[config.mk]
export PLATFORM = sky130hd
export DESIGN_NAME = tcgr_ram
export DESIGN_NICKNAME = d
export VERILOG_FILES = /design/src/hdl/tcgr_ram.sv
export SDC_FILE = /design/constraint.sdc
export NUM_CORES = 1
export LEC_CHECK = 0
export BUFFER_PORTS_ARGS = -buffer_cell sky130_fd_sc_hd__buf_2
export CORE_AREA = 5 5 252 352
export DETAILED_ROUTE_END_ITERATION = 6
export DIE_AREA = 0 0 257 357
export PLACE_DENSITY = 0.65
export SYNTH_ARGS = -nofsm -noshare
export SYNTH_HDL_FRONTEND = slang
export SYNTH_SLANG_ARGS = --single-unit
[constraint.sdc]
create_clock -name clk -period 3.55 [get_ports clk]
set_input_delay 0.1775 -clock clk [delete_from_list [all_inputs] [get_ports clk]]
set_output_delay 0.1775 -clock clk [all_outputs]
set_load 0.005 [all_outputs]
[src/hdl/tcgr_ram.sv]
// tcgr_ram: generic single-port write, single read port RAM with registered read
// no dependencies
module tcgr_ram #(
  parameter int WIDTH = 8,
  parameter int DEPTH = 128
) (
  input  logic                     clk,
  input  logic                     we,
  input  logic [$clog2(DEPTH)-1:0] waddr,
  input  logic [WIDTH-1:0]         wdata,
  input  logic [$clog2(DEPTH)-1:0] raddr,
  output logic [WIDTH-1:0]         rdata
);
  logic [WIDTH-1:0] mem [DEPTH];

  // write port and registered read
  always_ff @(posedge clk) begin
    if (we) begin
      mem[waddr] <= wdata;
    end
    rdata <= mem[raddr];
  end
endmodule

Yosys cells after proc, flatten, opt, wreduce, memory -nomap -nowiden
Memories as Yosys holds them, arrays and structs flattened. A register that Yosys moved wholly into a read port is not among the register bits.
Index checks and enable logic that the tools add are counted.
{"block": "totals", "mem_bits_rw": 1024, "output_inout_bits": 8, "register_bits": 0, "n_memories": 1, "inputBits": 24, "elab_cells": 3}
{"name": "mem", "words": 128, "width": 8, "read_ports": 1, "rd_ports_with_merged_regs": 1, "wr": 1, "line_no": "14", "rtl": "logic [WIDTH-1:0] mem [DEPTH];"}
{"block": "classes", "mux": 2}
{"operator": "1-bit 2-to-1 mux", "n": 2}

Depth between registers and ports, before layout
Gate-level depths: netlist of run 1.
{"block": "depth", "word_depth": 2, "ltp_mapped": 7, "depth_no_buf": 4}

Least setup slack after synthesis of run 1
Ideal clock, no wire load.
{"block": "synth_timing", "kind": "in2reg", "from": "input raddr[0]", "to": "register rdata[0], read port of mem", "stages": 6, "slack_ns": 0.868, "setup_time_ns": 0.121, "path_buffers": 2, "arrival_time_ns": 2.561, "required_time_ns": 3.429, "path_cell_list": "clkbuf_1 buf_1 mux4_2 mux4_2 mux4_2 mux2_2"}
{"item": "from (decl)", "line_no": "11", "rtl": "input logic [$clog2(DEPTH)-1:0] raddr,"}
{"item": "to (decl)", "line_no": "12", "rtl": "output logic [WIDTH-1:0] rdata"}

==> run_results.csv, run 1 <==
group,metric,value,unit
timing,slew_viol_final,0,
floorplanning,die_w,257,um
critical_path,cp_cell_sequence,"mux4_2 -> mux4_2 -> mux4_2 -> mux2_2",
timing,setup_viol,0,
global_routing,grt_overflow_total,0,
critical_path,crit_path_frequent_cell,"mux4_2",
logic_synthesis,synth-seq-area-share,0.7793,
cells_and_area,layout.nets,1807,
clocking,numCtsBuffers,92,
detailed_routing,vias_per_cell,5.965,
logic_synthesis,synth_nets,1659,
floorplanning,dieArea,0.09175,mm2
timing,tightest_slew,1.163,ns
floorplanning,rows,127,
logic_synthesis,synthesis.area,0.03967,mm2
placement,port_buffers,31,
clocking,cts_tree,"built",
cells_and_area,drive_gt1_frac,0.3270,
critical_path,crit_buf_inv,0,
critical_path,cp_top_family,"multiplexers",
clocking,cts-resized-gates,0,
cells_and_area,synthToLayoutAreaGrowth,12.72,%
hold_path,holdCritPathClass,"input pin to flop",
timing,maxSlewHeadroom,0.2245,
clocking,clockBufferDepth,3,
power,ir_drop,0.0003966,V
critical_path,cp_max_fo,1,
logic_synthesis,syn_area_per_cell,24.26,um2
cells_and_area,fin_cells,2949,
clocking,clk_latency,0.67,ns
clocking,ctsHoldBuffers,2,
critical_path,crit_slowest_cell,"mux4_2",
timing,rsz0062_at_grt,"false",
critical_path,critPathKind,"flop to flop",
cells_and_area,fin_util,0.5249,
critical_path,crit_required,4.09,ns
timing,hold_violations,0,
clocking,htreeDepth,3,
timing,setup_tns,0,ns
global_routing,grtUsageTotal,0.1937,
timing,clock_skew,0.02488,ns
global_routing,grt_max_degree,111,
detailed_routing,drt_iter0_drc,1602,
timing,whs,0.06448,ns
timing,min_period,2.431,ns
placement,place.gp.congestion,0.8005,
detailed_routing,totalWireLength,88.00,mm
clocking,post_cts_buffers,0,
detailed_routing,wl_per_cell,29.84,um
detailed_routing,drt_first_pass_iters,7,
power,leakagePower,13.72,nW
logic_synthesis,synthCells,1635,
placement,dp_cells,2783,
clocking,cts.sinks,1032,
logic_synthesis,ys_types,17,
run_status,outcome,"completed",
floorplanning,start_util,0.4657,
global_routing,antenna_found_initial,12,
placement,postPlaceCellArea,0.04186,mm2
logic_synthesis,yosysWarnings,0,
job,maxCapViolCount,0,
detailed_routing,drc,0,
clocking,cts_root_buffer,"clkbuf_16",
clocking,clkSlewWorstSetupHoldPaths,0.07,ns
detailed_routing,ant_nets,0,
timing,finalCritPeriodShare,0.6849,
detailed_routing,vias,17592,
floorplanning,io_pins,32,
global_routing,grt_pass1_wl,129.8,mm
critical_path,cp.arrival,2.97,ns
critical_path,start_kind,"flop",
timing,fmax,411.3,MHz
critical_path,crit_path_end_kind,"flop",
global_routing,grt_pass1_vias,18485,
placement,dp_hpwl,55.85,mm
logic_synthesis,synth_seq_cells,1032,
critical_path,critPathMaxStageDelay,0.56,ns
power,power_density,542.5,mW/mm2
cells_and_area,final_cell_area,0.04471,mm2
floorplanning,dieHeight,357,um
floorplanning,coreArea,0.08517,mm2
layout make-up:
class | instances | area, um2
diodes | 6 | 15.01
flip-flops and latches | 1032 | 30910
clock buffers | 114 | 2385
fillers | 6469 | 40460
repair buffers | 143 | 1244
clock inverters | 44 | 430.4
well taps | 1096 | 1371
multi-input cells | 514 | 8354
final timing paths:
kind / to / depth (start not counted) / from / slack [ns]
setup / recovery: rdata[5] / 4 / mem[80][5] / 1.12
hold / removal: mem[124][2] / 1 / wdata[2] / 0.06
setup reg to reg: rdata[5] / 4 / mem[80][5] / 1.12
hold reg to reg: rdata[1] / 4 / mem[114][1] / 1.16
registers in the layout, indices dropped and copies added, names as in the netlist:
register,cells
rdata,8
mem,1024
routing by layer:
metal / track usage / part of all wire / vias to the layer above
met2: 0.3292 / 0.52 / 563
li1: - / - / 7309
met5: 0 / 0.00024 / -
met1: 0.2564 / 0.39 / 9576
met3: 0.03989 / 0.064 / 140
met4: 0.05897 / 0.029 / 4
synthesized netlist by cell type:
cell / instances / area [um2]
or3_1: 1 / 6.260
buf_1: 18 / 67.56
nand4_1: 3 / 18.77
mux2_2: 8 / 90.09
mux4_2: 336 / 7567
buf_6: 1 / 11.26
edfxtp_1: 1024 / 30750
nor2b_1: 7 / 43.79
nand3_1: 12 / 60.06
dfxtp_1: 8 / 160.2
nor3_1: 9 / 45.04
clkbuf_1: 44 / 165.2
nand2_1: 14 / 52.55
nand2b_1: 2 / 12.51
nor2_1: 122 / 457.9
buf_2: 15 / 75.07
buf_4: 11 / 82.58
cells by family after synthesis:
logic type             after synthesis  synth area share
buffers and inverters               89           0.01013
flip-flops                        1032            0.7793
multiplexers                       344            0.1930
AND/OR/NAND/NOR                    170           0.01757
stage by stage:
step	power (W)	setup slack (ns)
3_5_place_dp	0.01501	0.5453
6_report	0.02425	1.119
4_1_cts	0.02445	1.096
2_1_floorplan	0.01441	0.8685
3_3_place_gp	0.01499	0.5177
5_1_grt	0.02500	1.089
cell usage in the layout, fill, tap and decap left out, types with 7 or more instances in the layout:
cell / Yosys / layout
nor2b_1: 7 / 7
clkbuf_16: 0 / 92
buf_12: 0 / 16
edfxtp_1: 1024 / 1024
clkinv_2: 0 / 11
buf_2: 15 / 20
nor3_1: 9 / 9
buf_4: 11 / 103
dfxtp_1: 8 / 8
mux4_2: 336 / 336
nor2_1: 122 / 122
mux2_2: 8 / 8
nand3_1: 12 / 12
clkbuf_1: 44 / 22
clkinv_1: 0 / 17
nand2_1: 14 / 14
power by group:
part / internal, W / switching [W]
registers: 0.0135 / 0.0000377
logic: 0.000525 / 0.000715
clock network: 0.00522 / 0.00430
total: 0.0192 / 0.00505
(Power assumes the default switching activity.)
==> inputs of run 2 (changes only) <==
==> config.mk (replaced) <==
export PLATFORM = sky130hd
export DESIGN_NAME = tcgr_ram
export DESIGN_NICKNAME = d
export VERILOG_FILES = /design/src/hdl/tcgr_ram.sv
export SDC_FILE = /design/constraint.sdc
export NUM_CORES = 1
export LEC_CHECK = 0
export ABC_AREA = 1
export BUFFER_PORTS_ARGS = -buffer_cell sky130_fd_sc_hd__buf_2
export CORE_AREA = 5 5 259 363
export DETAILED_ROUTE_END_ITERATION = 6
export DIE_AREA = 0 0 264 368
export PLACE_DENSITY = 0.67
export SYNTH_ARGS = -nofsm -noshare
export SYNTH_HDL_FRONTEND = slang
export SYNTH_SLANG_ARGS = --single-unit
==> constraint.sdc (replaced) <==
create_clock -name clk -period 2.2 [get_ports clk]
set_input_delay 0.11 -clock clk [delete_from_list [all_inputs] [get_ports clk]]
set_output_delay 0.11 -clock clk [all_outputs]
set_load 0.005 [all_outputs]
==> run_results.csv, run 2 <==
group,metric,value,unit
run_status,outcome,"completed",
critical_path,crit_path_end_kind,"flop",
detailed_routing,vias_per_cell,5.593,
floorplanning,start_util,0.4654,
critical_path,rr_startpoint,"mem[55][0]",
critical_path,crit_path_end,"rdata[4]",
global_routing,grt_max_degree,77,
floorplanning,die_w,264,um
logic_synthesis,synth.most_common_cell,"nand2_1",
placement,place.gp.congestion,0.8758,
logic_synthesis,yosys-top-cells-area,"edfxtp_1, nand3_1, nand2_1, buf_2, nor2_1",
power,leakagePower,17.27,nW
floorplanning,io_pins,32,
global_routing,grt_overflow_total,0,
critical_path,reg2reg_to,"rdata[0]",
job,maxCapViolCount,0,
cells_and_area,regMostFlops,"mem",
global_routing,grtUsageTotal,0.2266,
global_routing,grt_pass1_vias,27603,
timing,maxSlewHeadroom,0.4914,
logic_synthesis,synth_edf_count,1024,
global_routing,antenna_found_initial,7,
hold_path,holdCritPathClass,"input pin to flop",
power,ir_drop,0.0005760,V
placement,pre_cts_slack,0.05224,ns
timing,setup_ws,0.4336,ns
timing,tightest_slew,0.7620,ns
timing,setup_viol,0,
placement,port_buffers,31,
critical_path,start_kind,"input pin",
logic_synthesis,syn_area_per_cell,11.78,um2
detailed_routing,wl_per_cell,22.34,um
timing,slew_viol_final,0,
clocking,numCtsBuffers,91,
cells_and_area,final_cell_mix,"nand2_1, edfxtp_1, nand3_1, buf_4, nor2_1",
logic_synthesis,yosys.area.top_type,"edfxtp_1",
detailed_routing,totalWireLength,112.0,mm
clocking,clkSlewWorstSetupHoldPaths,0.07,ns
timing,setup_tns,0,ns
cells_and_area,final_common_cell,"nand2_1",
critical_path,r2r_slack,0.52,ns
clocking,clk_latency,0.67,ns
timing,clock_skew,0.02041,ns
logic_synthesis,synthArstFlopShare,0,
detailed_routing,vias,28030,
power,power_density,824.9,mW/mm2
logic_synthesis,yosys-top-cells-count,"nand2_1, edfxtp_1, nand3_1",
floorplanning,coreArea,0.09048,mm2
clocking,post_cts_buffers,0,
cells_and_area,top_regs,"mem x1024, rdata x8",
timing,finalCritPeriodShare,0.8029,
placement,dp_hpwl,68.54,mm
critical_path,cp_max_fo,17,
floorplanning,rows,131,
clocking,htreeDepth,3,
detailed_routing,ant_nets,0,
logic_synthesis,synth_nets,3599,
logic_synthesis,synth_ff_type,"edfxtp_1",
timing,min_period,1.766,ns
cells_and_area,synthToLayoutAreaGrowth,13.74,%
cells_and_area,drive_gt1_frac,0.1102,
clocking,cts.sinks,1032,
floorplanning,dieArea,0.09715,mm2
timing,fmax,566.1,MHz
critical_path,cp.arrival,2.33,ns
critical_path,critPathKind,"input pin to flop",
logic_synthesis,synth-seq-area-share,0.7341,
clocking,cts_root_buffer,"clkbuf_16",
logic_synthesis,yosysWarnings,0,
critical_path,crit_required,2.76,ns
clocking,clockBufferDepth,3,
logic_synthesis,synthesis.area,0.04210,mm2
cells_and_area,layout.nets,3764,
logic_synthesis,synth_seq_cells,1032,
logic_synthesis,ys_types,14,
logic_synthesis,synthCells,3575,
timing,hold_violations,0,
floorplanning,dieHeight,368,um
logic_synthesis,synth.top_cell.area_share,0.7303,
global_routing,grt_pass1_wl,169.3,mm
hold_path,hold_depth,1,
cells_and_area,fin_util,0.5293,
critical_path,cp-startpoint,"raddr[5]",
detailed_routing,drt_first_pass_iters,5,
critical_path,reg2reg_depth,10,
timing,rsz0062_at_grt,"false",
clocking,cts_tree,"built",
cells_and_area,largest_register_ffs,1024,
detailed_routing,drt_iter0_drc,3091,
detailed_routing,drc,0,
[run 2: cells by family after synthesis]
kind of cell	share of synthesized area
AND/OR/NAND/NOR	0.2319
buffers and inverters	0.03400
flip-flops	0.7341
[run 2: how the worst min path moves through the flow]
stage / startpoint / to / slack [ns]
5_1_grt: wdata[7] / mem[84][7] / 0.02
3_3_place_gp: wdata[3] / mem[103][3] / 0.43
6_report: wdata[7] / mem[84][7] / 0.03
2_1_floorplan: wdata[0] / mem[0][0] / 0.21
4_1_cts: wdata[7] / mem[84][7] / 0.003
3_5_place_dp: wdata[3] / mem[103][3] / 0.43
[run 2: metrics by stage]
step                      area [um2]  total power (W)  hold WS, ns  cells
after floorplan                42100          0.02357       0.2089   3575
after global placement         45050          0.02483       0.4349   4835
after detailed placement       45050          0.02486       0.4341   4835
after CTS                      47880          0.03968     0.002540   5009
after global routing           47880          0.04076      0.01856   5009
final                          47890          0.03951      0.03240   5012
[run 2: power by group]
part | switching (W) | internal, W | leakage (nW)
combinational | 0.00196 | 0.000762 | 6.65
sequential | 0.0000564 | 0.0217 | 9.27
clock | 0.00694 | 0.00810 | 1.35
[run 2: routing by layer]
| layer | routed length (um) | part of all wire | vias to the layer above | track usage |
|---|---|---|---|---|
| met5 | 27 | 0.00024 | - | 0 |
| met1 | 42630 | 0.38 | 13690 | 0.2922 |
| met2 | 56950 | 0.51 | 1215 | 0.3900 |
| met3 | 8115 | 0.072 | 221 | 0.03596 |
| li1 | - | - | 12900 | - |
| met4 | 4239 | 0.038 | 4 | 0.08392 |
[run 2: critical path, stage by stage]
cell and delay (ns):
dlygate4sd3_1 0.58, buf_2 0.44, inv_1 0.49, nand3_1 0.33, nand2_1 0.13, nand2_1 0.15, nand2_1 0.07
[run 2: repair_timing]
action | CTS | global route
hold endpoints to repair | 313 | 0
hold buffers | 9 | 0
resized for setup | 0 | 0
[run 2: final cells by class]
class	count	area, um2
sequential	1032	30910
antenna	3	7.507
clock buffer	112	2399
fill	7605	42590
tap	1197	1498
timing repair buffer	303	2849
inverter	24	116.4
multi-input combinational	2288	9763
clock inverter	53	349.1
