## src/hdl/tcgr_pkg.sv

```systemverilog
// tcgr_pkg: shared types and constants for the text console glyph renderer
// no dependencies
package tcgr_pkg;

  typedef enum logic [1:0] {
    FUNC_TEXT     = 2'd0,
    FUNC_CURSOR   = 2'd1,
    FUNC_LD_CODE  = 2'd2,
    FUNC_LD_ROW   = 2'd3
  } func_t;

  typedef enum logic [2:0] {
    REG_FB_WIDTH     = 3'd0,
    REG_FB_HEIGHT    = 3'd1,
    REG_FONT_WIDTH   = 3'd2,
    REG_FONT_HEIGHT  = 3'd3,
    REG_SCALE        = 3'd4,
    REG_GLYPH_COUNT  = 3'd5,
    REG_PIXEL_FORMAT = 3'd6
  } reg_idx_t;

  typedef enum logic [2:0] {
    ST_IDLE,
    ST_SEARCH,
    ST_FALLBACK,
    ST_FETCH,
    ST_WAIT,
    ST_ROW,
    ST_EMIT,
    ST_ADVANCE
  } state_t;

  localparam logic [7:0] CHAR_NEWLINE  = 8'h0A;
  localparam logic [7:0] CHAR_QUESTION = 8'h3F;

  typedef struct packed {
    logic [1:0]  func;
    logic [7:0]  char_code;
    logic [15:0] cursor_x_in;
    logic [15:0] cursor_y_in;
    logic [7:0]  red;
    logic [7:0]  green;
    logic [7:0]  blue;
    logic [6:0]  glyph_index;
    logic [3:0]  row_index;
    logic [15:0] row_bits;
  } in_item_t;

  typedef struct packed {
    logic [15:0] pixel_y;
    logic [15:0] pixel_x;
    logic [63:0] pixel_mask;
    logic [23:0] color_word;
    logic [6:0]  scroll_rows;
    logic        last;
  } out_item_t;

  typedef struct packed {
    logic [2:0]  index;
    logic [15:0] data;
  } cfg_item_t;

  // mask builder control
  typedef struct packed {
    logic        start;
    logic [15:0] bits;
    logic [4:0]  fw;
    logic [2:0]  s;
    logic [15:0] col;
    logic [15:0] fb_width;
  } mask_req_t;

endpackage

```

## src/hdl/tcgr_mask.sv

```systemverilog
// tcgr_mask: builds one scaled, clipped 64-bit pixel mask
// depends on tcgr_pkg
module tcgr_mask (
  input  logic                 clk,
  input  logic                 rst,
  input  tcgr_pkg::mask_req_t  req,
  output logic                 done,
  output logic [63:0]          mask
);
  logic [5:0]  j;
  logic [4:0]  col;
  logic [2:0]  sub;
  logic        busy;
  logic        lit;
  logic [16:0] xpos;

  // one mask bit per cycle: column col, sub-pixel sub
  assign xpos = {1'b0, req.col} + {11'd0, j};
  assign lit  = (col < req.fw) && req.bits[4'(15 - col[3:0])] && (col[4] == 1'b0)
                && (xpos < {1'b0, req.fb_width});

  always_ff @(posedge clk) begin
    if (rst) begin
      busy <= 1'b0;
      done <= 1'b0;
    end else begin
      done <= 1'b0;
      if (req.start) begin
        busy <= 1'b1;
        j    <= '0;
        col  <= '0;
        sub  <= '0;
        mask <= '0;
      end else if (busy) begin
        mask[j] <= lit;
        j <= j + 6'd1;
        if (sub + 3'd1 == req.s) begin
          sub <= '0;
          col <= (col == 5'd16) ? col : col + 5'd1;
        end else begin
          sub <= sub + 3'd1;
        end
        if (j == 6'd63) begin
          busy <= 1'b0;
          done <= 1'b1;
        end
      end
    end
  end
endmodule

```

## config.mk

```make
export PLATFORM = sky130hd
export DESIGN_NAME = tcgr_mask
export DESIGN_NICKNAME = d
export VERILOG_FILES = /design/src/hdl/tcgr_pkg.sv /design/src/hdl/tcgr_mask.sv
export SDC_FILE = /design/constraint.sdc
export NUM_CORES = 1
export LEC_CHECK = 0
export BUFFER_PORTS_ARGS = -buffer_cell sky130_fd_sc_hd__buf_4
export CAP_MARGIN = 0
export CORE_MARGIN = 2
export CORE_UTILIZATION = 60
export CTS_BUF_LIST = sky130_fd_sc_hd__clkbuf_4
export CTS_CLUSTER_DIAMETER = 60
export CTS_CLUSTER_SIZE = 10
export DETAILED_ROUTE_END_ITERATION = 7
export PLACE_DENSITY = 0.88
export RECOVER_POWER = 100
export REMOVE_ABC_BUFFERS = 1
export SLEW_MARGIN = 5
export SYNTH_ARGS = -nofsm -noshare
export SYNTH_HDL_FRONTEND = slang
export SYNTH_SLANG_ARGS = --single-unit
```

## constraint.sdc

```tcl
create_clock -name clk -period 7.2 [get_ports clk]
set_input_delay 1.44 -clock clk [delete_from_list [all_inputs] [get_ports clk]]
set_output_delay 1.44 -clock clk [all_outputs]
set_load 0.02 [all_outputs]
```

; ---- Word level (Yosys, flattened, before mapping)
; Index checks and enable logic that the tools add are counted.
; W data, S select, Z words.
[word_totals]
reg_bits = 80
latchBits = 0
ram_bits = 0
rom_bits = 0
in_bits = 59
output_inout_bits = 65
word_cells = 48
memories = 0
[op_classes]
n_addsub = 5
mul = 0
div_mod_pow = 0
order_cmp = 5
eq_ne = 4
shift = 0
muxes = 16
bitwise_logic = 3
reduce_logical = 9
[ops]
columns = op, n
row1 = $bwmux W64, 1
row2 = $mux W64, 1
row3 = $add A16 B6 Y17, 1
row4 = $lt A17 B16 Y1, 1
row5 = $mux W5, 3
row6 = $lt A6 B7 Y1 const B, 1
row7 = $add A6 B1 Y6 const B, 1
row8 = $demux W1 S6, 1
row9 = $eq A6 B6 Y1 const B, 1
row10 = $ge A6 B1 Y1 const B, 1
row11 = $mux W1, 6
row12 = $mux W3, 2
row13 = $mux W6, 1
row14 = $add A5 B1 Y5 const B, 1
row15 = $eq A5 B5 Y1 const B, 1
row16 = $lt A4 B5 Y1 const B, 1
row17 = $lt A5 B5 Y1, 1
row18 = $bmux W1 S4, 1
row19 = $logic_and A1 B1 Y1, 4
row20 = $reduce_and A4 Y1, 1
row21 = $reduce_bool A2 Y1, 2
row22 = $sub A4 B4 Y4 const A, 1
row23 = $add A3 B1 Y3 const B, 1
row24 = $eq A3 B3 Y1, 1
row25 = other kinds (4), 6

; ---- Longest topological paths before layout
; Gate-level depths: netlist of the first run.
[logic_depth]
depth_word = 8
depth_mapped = 15
depth_no_buf = 14

; ---- Least setup slack after synthesis of the first run
; No wires, ideal clock.
[synth_path]
path_kind = input to register
from = input req[16] in the netlist's numbering
to = register mask[0] (data pin)
setup_time_ns = 0.165
t_arrival_ns = 4.258
required_ns = 7.035
path_slack_ns = 2.778
path_stages = 15
path_buffers = 1
cell_sequence = ha_1 > inv_1 > fa_1 > nor2b_1 > o31a_1 > o22ai_2 > nor2_1 > xor2_1 > ha_1 > nand3_1 > nor2_1 > a221oi_1 > o2111ai_4 > buf_6 > o31ai_2
[synth_via]
elab_chain_len = 5
[synth_rtl]
columns = item, line_no
row1 = "start, declared", tcgr_mask.sv:6  ; input tcgr_pkg::mask_req_t req,
row2 = $add A16 B6 Y17, tcgr_mask.sv:18  ; assign xpos = {1'b0, req.col} + {11'd0, j};
row3 = $lt A17 B16 Y1, tcgr_mask.sv:20  ; && (xpos < {1'b0, req.fb_width});
row4 = $logic_and A1 B1 Y1, tcgr_mask.sv:20
row5 = $bwmux W64, tcgr_mask.sv:35  ; mask[j] <= lit;
row6 = $mux W64, tcgr_mask.sv:34  ; end else if (busy) begin
row7 = "end signal, assigned by index", tcgr_mask.sv:35
row8 = "end, declared", tcgr_mask.sv:8  ; output logic [63:0] mask
; No other way between the ends. The select of a mux whose other input is x is not followed.
; A chain may end at the register's enable or synchronous reset.

; ---- Final worst setup path of the first run
[layout_path]
from = input req[16] in the netlist's numbering
to = register mask[2] (data pin)
; Same word-level chain as after synthesis.

==> out/metrics.csv, run 1 <==
stage;metric;value;unit
outcome;status;complete, but fails checks;
outcome;violations;max-capacitance violations, max-slew violations;
synth;yosysWarnings;0;
clocking;cts_hold_buf;0;
synth;synthCells;510;
timing;relSlewSlack;-83.2;%
finish;fin_nets;702;
clocking;cts_max_level;3;
worst_hold_path;min_path_type;reg -> reg;
synth;synth_seq_area_share;44.5;%
job;cap_violations;3;
finish;final_cell_mix;edfxtp_1 (78), nand2_1 (73), clkbuf_1 (66), nand3b_1 (64), buf_4 (60);
pwr;irDropWorstVdd;0.000106;V
finish;drive_gt1_share;14.4;%
timing;hold_viol;0;
clocking;cts_num_sinks;80;
clocking;root_buffer;clkbuf_4;
placement;place_area;6260;µm²
clocking;clkLatencyLatePin;0.44;ns
synth;synthArstFlopShare;0;%
global_route;grt_pass1_vias;4346;
pwr;p_total;1.04;mW
timing;fin_crit_sh;77.4;%
timing;grt_setup_unrepaired;no;
setup_path;critPathTopFamily;compound AO/OA/AOI/OAI gates;
synth;ys_types;45;
setup_path;critical_path.max_stage_delay;1.21;ns
finish;final_common_cell;edfxtp_1;
drt;ant_nets;0;
clocking;postCtsSetupRepairBufs;0;
timing;final.setup.tns;0;ns
timing;whs;0.512;ns
clocking;clockBufferDepth;2;
timing;finalSetupViolations;0;
synth;syn_avg_cell_area;10.5;µm²
setup_path;crit_chain;buf_4 -> ha_1 -> inv_1 -> fa_1 -> nor2b_1 -> o31a_1 -> o22ai_2 -> nor2_1 -> xor2_1 -> ha_1 -> nand4_1 -> a2111oi_0 -> a21oi_1 -> o2111ai_1 -> buf_4 -> o31ai_1;
pwr;p_leak;2.21;nW
setup_path;worstSetupPathType;in -> reg;
drt;vias_per_cell;6.07;
timing;slew_violations;174;
finish;syn2layout_area_growth;12.5;%
floorplanning;initial_core_util;61.7;%
global_route;grt_pass1_wl;21700;µm
floorplanning;top_level_ports;124;
pwr;p_comb_share;21.6;%
drt;drt_iter0_markers;428;
floorplanning;fp.coreArea;8680;µm²
global_route;grt-ovfl-total;0;
clocking;cts_resized;0;
setup_path;crit_slowest_cell;o2111ai_1;
finish;final_cell_area;6030;µm²
setup_path;crit_fanout;27;
placement;globalplace.congestion;0.929;
setup_path;worst_ep_required_time;7.37;ns
drt;wl_per_cell;18.4;µm
timing;min_period;5.57;ns
global_route;grt_max_degree;82;
floorplanning;dieArea;9700;µm²
placement;port_buffers;123;
floorplanning;die_h;98.5;µm
setup_path;startpoint_type;primary input;
finish;n_fill_cell;725;
floorplanning;num_rows;34;
pwr;p_seq_share;55.1;%
pwr;intPower;716;µW
pwr;swShare;30.9;%
clocking;cts_tree;done;
clocking;cts_buffers;9;
finish;final_core_util;69.4;%
setup_path;worst-path-buf-inv;3;
global_route;grt_usage;27.7;%
finish;antenna_cells;0;
placement;dp_hpwl;9260;µm
setup_path;worst_ep_arrival_time;5.74;ns
drt;routed_wl;13400;µm
pwr;power.density;172;nW/µm²
timing;clock.fmax;180;MHz
synth;yosys_register_bits;80;
floorplanning;die_w;98.5;µm
drt;vias;4400;
synth;synthFlopType;edfxtp_1;
synth;synth_edf_count;78;
setup_path;end_kind;flop;
timing;tightest_slew;2.75;ns
drt;drtPass1Iterations;5;
drt;drc;0;
timing;clock_skew;0.0293;ns
pwr;p_sw;320;µW
pwr;p_clk_share;23.3;%
synth;synth_area;5360;µm²
global_route;antenna_found_initial;0;
clocking;clkSlewWorstSetupHoldPaths;0.13;ns
[state kept, by name, summed over array words and instances (netlist names)]
signal  count
mask       64
busy        1
done        1
j           6
col         5
sub         3
[routing by layer]
metal	part of all wire, %	up-vias	wire [µm]	GRT usage, %
met1	42	2135	5680	38.3
met2	51	163	6830	46.9
li1	-	2093	-	-
met3	5.6	9	750	3.69
met4	0.82	0	110	6.22
met5	0	-	0	0
[power by group through the flow]
stage | Sequential [mW] | Combinational [mW] | Clock, mW
after floorplan | 0.600 | 0.120 | 0
after global placement | 0.578 | 0.235 | 0
after detailed placement | 0.580 | 0.243 | 0
after CTS | 0.570 | 0.244 | 0.240
after global routing | 0.574 | 0.247 | 0.257
final | 0.571 | 0.224 | 0.241
[through the flow]
| stage | cells | setup WS [ns] |
|---|---|---|
| 2_1_floorplan | 474 | 2.12 |
| 3_3_place_gp | 710 | 2.00 |
| 3_5_place_dp | 710 | 1.83 |
| 4_1_cts | 725 | 2.30 |
| 5_1_grt | 725 | 1.26 |
| 6_report | 725 | 1.63 |
[cell families after synthesis]
logic type	Yosys count	share of synthesized area, %
AND/OR/NAND/NOR	210	21.5
AO/OA/AOI/OAI	97	15.2
flip-flops	80	44.5
buffers and inverters	64	5.65
adder cells (fa/ha/maj)	30	7.15
XOR/XNOR	23	3.76
multiplexers	6	2.27
[cells in the mapped netlist (2+ instances only)]
cell type  number  share of area [%]
edfxtp_1       78                 44
nand2_1        73                5.1
nand3b_1       64                9.0
o31ai_1        44                6.2
ha_1           29                6.8
inv_1          28                2.0
nor2_1         23                1.6
o31ai_2        20                4.7
clkbuf_1       18                1.3
xnor2_1        14                2.3
nand3_1        10               0.93
a21oi_1         9               0.84
o21ai_0         9               0.84
xor2_1          9                1.5
buf_2           8               0.75
nor2b_1         8               0.93
buf_6           7                1.5
nor3_1          7               0.65
and2_1          5               0.58
and3_1          5               0.58
nor3b_1         5               0.70
buf_1           3               0.21
mux4_1          3                1.5
a211oi_1        2               0.28
a21o_1          2               0.28
and3b_1         2               0.33
and4_1          2               0.33
dfxtp_1         2               0.75
mux2i_1         2               0.37
nand4_1         2               0.23
o22ai_2         2               0.47
or2_2           2               0.23
[path summary, 6_finish.rpt]
check,start,slack [ns],cells after the start,to
worst max-delay path,req[16],1.63,16,mask[2]$_SDFFCE_PP0P_
worst min-delay path,busy$_SDFF_PP0_,0.51,1,done$_SDFF_PP0_
worst max register to register,j[0]$_SDFFCE_PP0P_,2.13,15,mask[2]$_SDFFCE_PP0P_
worst min register to register,busy$_SDFF_PP0_,0.51,1,done$_SDFF_PP0_
[final cells by class]
type | count | area [µm²] | area share (%)
clock inverter | 4 | 30.0 | 0.498
clock buffer | 11 | 82.6 | 1.37
inverter | 28 | 105 | 1.74
tap | 108 | 135 | 2.24
multi-input combinational | 366 | 2580 | 42.8
timing repair buffer | 128 | 711 | 11.8
sequential | 80 | 2380 | 39.5
(Power assumes the default switching activity.)
==> inputs of run 2 (changes only) <==
Settings changed: CORE_UTILIZATION 60 to 56, PLACE_DENSITY 0.88 to 0.83.
Clock period 7.2 ns to 5.15 ns, I/O delays scaled along.
==> run 2 against run 1 <==
  * The flow still finishes with violations (max-capacitance violations, max-slew violations)
  * Flip-flop and latch count unchanged
  * Final area is 1.1% higher
  * Critical path depth did not move
  * Total power up 44%
==> out/metrics.csv, run 2 (synthesis gave the netlist of run 1 again) <==
stage;metric;value;unit;change
outcome;status;complete, but fails checks;;
outcome;violations;max-capacitance violations, max-slew violations;;
placement;globalplace.congestion;0.850;;-8.5%
setup_path;crit_end;mask[31]$_SDFFCE_PP0P_;;
global_route;top_usage_layer;met2;;
setup_path;end_kind;flop;;
setup_path;worstSetupPathType;in -> reg;;
finish;final_core_util;65.9;%;-3.5 points
clocking;cts_resized;0;;unchanged
setup_path;reg2reg_depth;15;;unchanged
global_route;grt-ovfl-total;0;;unchanged
clocking;cts_num_sinks;80;;unchanged
setup_path;crit_fanout;64;;+140%
drt;drt_iter0_markers;303;;-29%
timing;fin_crit_sh;84.3;%;
global_route;grt_pass1_wl;20800;µm;-3.9%
timing;hold_viol;0;;unchanged
floorplanning;fp.coreArea;9240;µm²;+6.5%
finish;drive_gt1_share;14.2;%;-0.19 points
worst_hold_path;min-delay-start;busy$_SDFF_PP0_;;
setup_path;regToRegSetupSlack;0.91;ns;-1.22 ns
drt;vias;4474;;+1.7%
floorplanning;num_rows;35;;+2.9%
global_route;use_met3;4.51;%;+0.83 points
floorplanning;die_w;102;µm;+3.4%
timing;finalSetupViolations;0;;unchanged
setup_path;worst_ep_required_time;5.31;ns;-2.06 ns
placement;dp_hpwl;9150;µm;-1.2%
setup_path;worst_ep_arrival_time;4.50;ns;-1.24 ns
setup_path;startpoint;req[16];;
pwr;p_sw;435;µW;+36%
clocking;cts_tree;done;;
clocking;cts_hold_buf;0;;unchanged
pwr;intPower;1.05;mW;+47%
placement;place_area;6300;µm²;+0.62%
timing;relSlewSlack;-17.5;%;+66 points
floorplanning;initial_core_util;58.0;%;-3.8 points
floorplanning;dieArea;10400;µm²;+6.8%
finish;n_fill_cell;754;;+4.0%
global_route;grtUsageMet1;33.6;%;-4.7 points
clocking;clkLatencyLatePin;0.43;ns;about the same
clocking;clkSlewWorstSetupHoldPaths;0.13;ns;about the same
pwr;irDropWorstVdd;0.000174;V;+64%
placement;port_buffers;123;;unchanged
drt;ant_nets;0;;unchanged
pwr;power.density;244;nW/µm²;+42%
clocking;root_buffer;clkbuf_4;;
finish;regMostFlops;mask;;
timing;min_period;4.34;ns;
timing;whs;0.523;ns;+0.0111 ns
clocking;clockBufferDepth;2;;unchanged
clocking;cts_max_level;3;;unchanged
timing;grt_setup_unrepaired;no;;
placement;dp_cells;731;;+3.0%
drt;vias_per_cell;5.98;;-1.4%
global_route;grt_pass1_vias;4251;;-2.2%
clocking;cts_buffers;9;;unchanged
timing;tightest_slew;1.76;ns;-0.987 ns
finish;finalNonFillerCells;748;;+3.2%
timing;clock_skew;0.0196;ns;-0.00971 ns
timing;final.setup.tns;0;ns;unchanged
pwr;p_clk_share;25.6;%;+2.3 points
clocking;postCtsSetupRepairBufs;0;;unchanged
finish;fin_nets;702;;unchanged
floorplanning;top_level_ports;124;;unchanged
finish;largest_reg_flops;64;;unchanged
worst_hold_path;hold_path_depth;1;;unchanged
finish;final_cell_mix;edfxtp_1 (78), nand2_1 (73), clkbuf_1 (65), nand3b_1 (64), o31ai_1 (62);;
setup_path;timing.rr.start;j[0]$_SDFFCE_PP0P_;;
pwr;p_seq_share;53.5;%;-1.6 points
job;cap_violations;1;;-2
pwr;swShare;29.2;%;-1.6 points
drt;routed_wl;13200;µm;-0.93%
pwr;p_leak;2.22;nW;+0.70%
timing;clock.fmax;230;MHz;
setup_path;startpoint_type;primary input;;
global_route;grt_max_degree;82;;unchanged
finish;reg_top3;mask (64), j (6), col (5);;
timing;slew_violations;46;;-74%
finish;syn2layout_area_growth;13.7;%;
floorplanning;die_h;102;µm;+3.4%
global_route;use_met2;43.3;%;-3.7 points
setup_path;r2r-end;mask[31]$_SDFFCE_PP0P_;;
drt;wl_per_cell;17.7;µm;-4.0%
drt;drtPass1Iterations;5;;unchanged
finish;final_common_cell;edfxtp_1;;
finish;final_cell_area;6090;µm²;+1.1%
global_route;grt_usage;25.7;%;-2.0 points
global_route;antenna_found_initial;0;;unchanged
pwr;p_comb_share;20.9;%;-0.7 points
drt;drc;0;;unchanged
worst_hold_path;min_path_type;reg -> reg;;
run 2: cell count changes in the layout (fill, tap and decap cells not counted), sizes merged:
| cell | previous run | this run |
|---|---|---|
| inv | 29 | 28 |
| bufinv | 0 | 1 |
| diode | 0 | 1 |
| buf | 60 | 61 |
run 2: layer usage:
| layer | up-vias | routed length [µm] | share of wire (%) |
|---|---|---|---|
| met4 | 0 | 247 | 1.9 |
| li1 | 2107 | - | - |
| met3 | 22 | 989 | 7.5 |
| met1 | 2149 | 5400 | 41 |
| met2 | 196 | 6610 | 50 |
| met5 | - | 0 | 0 |
run 2: area by class of cell:
type                            instances  area, µm²  area share [%]
Clock buffer                           12       90.1            1.48
Sequential cell                        80       2380            39.1
Clock inverter                          4       47.5           0.780
Timing Repair Buffer                  128        727            11.9
Antenna cell                            1       2.50          0.0411
Tap cell                              129        161            2.65
Inverter                               28        105            1.72
Multi-Input combinational cell        366       2580            42.3
run 2: power groups by stage:
stage / Sequential [mW] / Combinational (mW) / Clock [mW]
floorplan: 0.840 / 0.167 / 0
global placement: 0.809 / 0.329 / 0
detailed placement: 0.811 / 0.339 / 0
CTS: 0.796 / 0.340 / 0.385
global route: 0.802 / 0.341 / 0.408
finish: 0.797 / 0.311 / 0.380
run 2: worst max-delay path: stages:
cell	delay, ns
clkbuf_4	0.11
ha_1	0.20
inv_1	0.07
fa_1	0.21
nor2b_1	0.07
o31a_1	0.27
o22ai_1	0.51
nor2_1	0.13
xor2_1	0.17
ha_1	0.32
nand4_1	0.13
a2111oi_0	0.40
a21oi_1	0.18
o2111ai_4	0.23
buf_12	0.30
o31ai_1	0.12
run 2: worst min-delay path by stage:
stage | end | slack (ns)
3_5_place_dp | done$_SDFF_PP0_ | 0.50
4_1_cts | done$_SDFF_PP0_ | 0.53
5_1_grt | done$_SDFF_PP0_ | 0.56
2_1_floorplan | done$_SDFF_PP0_ | 0.47
6_report | done$_SDFF_PP0_ | 0.52
3_3_place_gp | done$_SDFF_PP0_ | 0.48
run 2: through the flow:
stage                     worst slack, ns  total power [mW]
after floorplan                     0.480              1.01
after global placement              0.715              1.14
after detailed placement            0.563              1.15
after CTS                            1.02              1.52
after global routing                0.673              1.55
final                               0.809              1.49
==> inputs of run 3 (changes only) <==
Clock period 5.15 ns to 4.1 ns, I/O delays scaled along.
==> run 3 against run 2 <==
  * Via count down 0.51%
  * Sequential share of layout area down 0.72 points
  * Global-route usage up 0.50 points
  * The run still ends with max-capacitance violations, max-slew violations left
  * Non-clock buffer count up 11
  * Largest cell class unchanged
  * Critical path depth did not move
==> out/metrics.csv, run 3 (synthesis gave the netlist of run 1 again) <==
stage;metric;value;unit;change
placement;place_area;6400;µm²;+1.6%
finish;final_cell_mix;edfxtp_1 (78), nand2_1 (73), clkbuf_1 (67), buf_4 (66), nand3b_1 (64);;
drt;wl_per_cell;17.6;µm;-0.60%
finish;final_cell_area;6210;µm²;+1.9%
setup_path;regToRegSetupSlack;0.36;ns;-0.55 ns
drt;routed_wl;13300;µm;+0.72%
timing;clock.fmax;267;MHz;
timing;finalSetupViolations;0;;unchanged
setup_path;end_kind;flop;;
outcome;status;complete, but fails checks;;
worst_hold_path;hold_path_depth;1;;unchanged
timing;tightest_slew;1.96;ns;+0.201 ns
pwr;irDropWorstVdd;0.000199;V;+14%
finish;fin_nets;713;;+1.6%
clocking;clkSlewWorstSetupHoldPaths;0.12;ns;about the same
finish;regMostFlops;mask;;
drt;vias;4451;;-0.51%
clocking;clkLatencyLatePin;0.45;ns;+0.02 ns
setup_path;r2r-end;mask[1]$_SDFFCE_PP0P_;;
pwr;power.density;303;nW/µm²;+24%
pwr;p_total;1.88;mW;+26%
drt;drtPass1Iterations;6;;+1
setup_path;startpoint;req[16];;
worst_hold_path;min-delay-start;busy$_SDFF_PP0_;;
setup_path;worst_ep_required_time;4.35;ns;-0.96 ns
pwr;p_leak;2.28;nW;+2.7%
finish;n_fill_cell;776;;+2.9%
global_route;antenna_found_initial;0;;unchanged
worst_hold_path;min_path_type;reg -> reg;;
timing;hold_viol;0;;unchanged
global_route;grt_pass1_vias;4450;;+4.7%
finish;reg_top3;mask (64), j (6), col (5);;
finish;drive_gt1_share;15.7;%;+1.5 points
drt;drc;0;;unchanged
floorplanning;dieArea;10400;µm²;unchanged
floorplanning;initial_core_util;58.0;%;unchanged
setup_path;worst_ep_arrival_time;3.99;ns;-0.51 ns
drt;ant_nets;0;;unchanged
timing;min_period;3.75;ns;
clocking;cts_num_sinks;80;;unchanged
placement;dp_hpwl;9490;µm;+3.7%
floorplanning;die_w;102;µm;unchanged
drt;vias_per_cell;5.87;;-1.8%
finish;syn2layout_area_growth;15.9;%;
setup_path;worstSetupPathType;in -> reg;;
setup_path;timing.rr.start;j[0]$_SDFFCE_PP0P_;;
clocking;cts_tree;done;;
outcome;violations;max-capacitance violations, max-slew violations;;
global_route;grt-ovfl-total;0;;unchanged
timing;fin_crit_sh;91.4;%;
timing;clock_skew;0.0231;ns;+0.00352 ns
floorplanning;die_h;102;µm;unchanged
timing;slew_violations;62;;+35%
job;cap_violations;1;;unchanged
clocking;root_buffer;clkbuf_4;;
timing;grt_setup_unrepaired;no;;
global_route;grt_pass1_wl;21200;µm;+1.9%
clocking;cts_max_level;3;;unchanged
clocking;clockBufferDepth;2;;unchanged
floorplanning;fp.coreArea;9240;µm²;unchanged
setup_path;startpoint_type;primary input;;
setup_path;reg2reg_depth;15;;unchanged
finish;antenna_cells;0;;-1
worst_hold_path;hold_end;done$_SDFF_PP0_;;
drt;drt_iter0_markers;294;;-3.0%
global_route;grt_max_degree;62;;-24%
clocking;cts_buffers;9;;unchanged
setup_path;crit_fanout;43;;-33%
placement;globalplace.congestion;0.866;;+1.8%
timing;relSlewSlack;-30.8;%;-13 points
floorplanning;top_level_ports;124;;unchanged
finish;largest_reg_flops;64;;unchanged
floorplanning;num_rows;35;;unchanged
global_route;grt_usage;26.2;%;+0.50 points
finish;final_common_cell;edfxtp_1;;
placement;port_buffers;123;;unchanged
==> run 3: changes by cell type in the layout (fill, tap and decap cells not counted), moves of 2 or more <==
cell,before,now
buf_4,60,66
clkbuf_4,13,10
buf_12,1,3
clkbuf_1,65,67
clkinv_4,0,2
==> run 3: layout make-up <==
class	count	area [µm²]	area share, %
repair buffers	139	825	13.3
multi-input cells	366	2600	41.8
clock buffers	9	67.6	1.09
flip-flops and latches	80	2380	38.4
well taps	129	161	2.60
clock inverters	7	70.1	1.13
inverters	28	105	1.69
==> run 3: worst max path at each step <==
stage                                         to  slack, ns  depth (start not counted)
final                      mask[1]$_SDFFCE_PP0P_       0.35                         16
after global routing       mask[1]$_SDFFCE_PP0P_       0.02                         15
after CTS                 mask[41]$_SDFFCE_PP0P_       0.18                         14
after detailed placement  mask[22]$_SDFFCE_PP0P_      -0.20                         16
after global placement    mask[19]$_SDFFCE_PP0P_      -0.05                         16
after floorplan           mask[10]$_SDFFCE_PP0P_      -0.36                         14
==> run 3: per-layer routing <==
layer  track usage [%]  part of all wire [%]
met4              8.82                   2.6
met5                 0                     0
met2              45.3                    50
met3              5.88                   5.7
met1              32.6                    42
==> run 3: critical path: stages <==
cell and delay (ns):
buf_4 0.08, ha_1 0.16, inv_1 0.06, fa_1 0.39, nor2b_1 0.16, o31a_1 0.18, o22ai_2 0.16, nor2_1 0.16
xor2_1 0.17, ha_1 0.27, a21oi_1 0.18, o21ai_0 0.15, a221oi_2 0.33, o2111ai_4 0.20, buf_12 0.23, o31ai_1 0.30
==> run 3: stage by stage <==
stage | util, % | setup TNS [ns] | cells | worst slack, ns | hold WS [ns]
floorplan | - | -22.27 | 474 | -0.360 | 0.471
CTS | 70.7 | 0 | 757 | 0.181 | 0.527
detailed placement | 69.2 | -8.67 | 741 | -0.198 | 0.500
global placement | 69.2 | -1.91 | 741 | -0.0545 | 0.481
global route | 67.2 | 0 | 758 | 0.0216 | 0.550
finish | 67.2 | 0 | 758 | 0.355 | 0.520
==> run 3: power breakdown <==
part	internal, mW	leakage, nW	switching, mW	total (mW)
combinational	0.168	1.42	0.242	0.410
sequential	0.958	0.781	0.0362	0.994
clock	0.186	0.0777	0.291	0.477
==> run 3: what timing repair did <==
item | 4_1_cts | 5_1_grt
hold buffers | 0 | 0
setup endpoints to repair | 0 | 64
buffers inserted | 0 | 1
resized for setup | 0 | 2
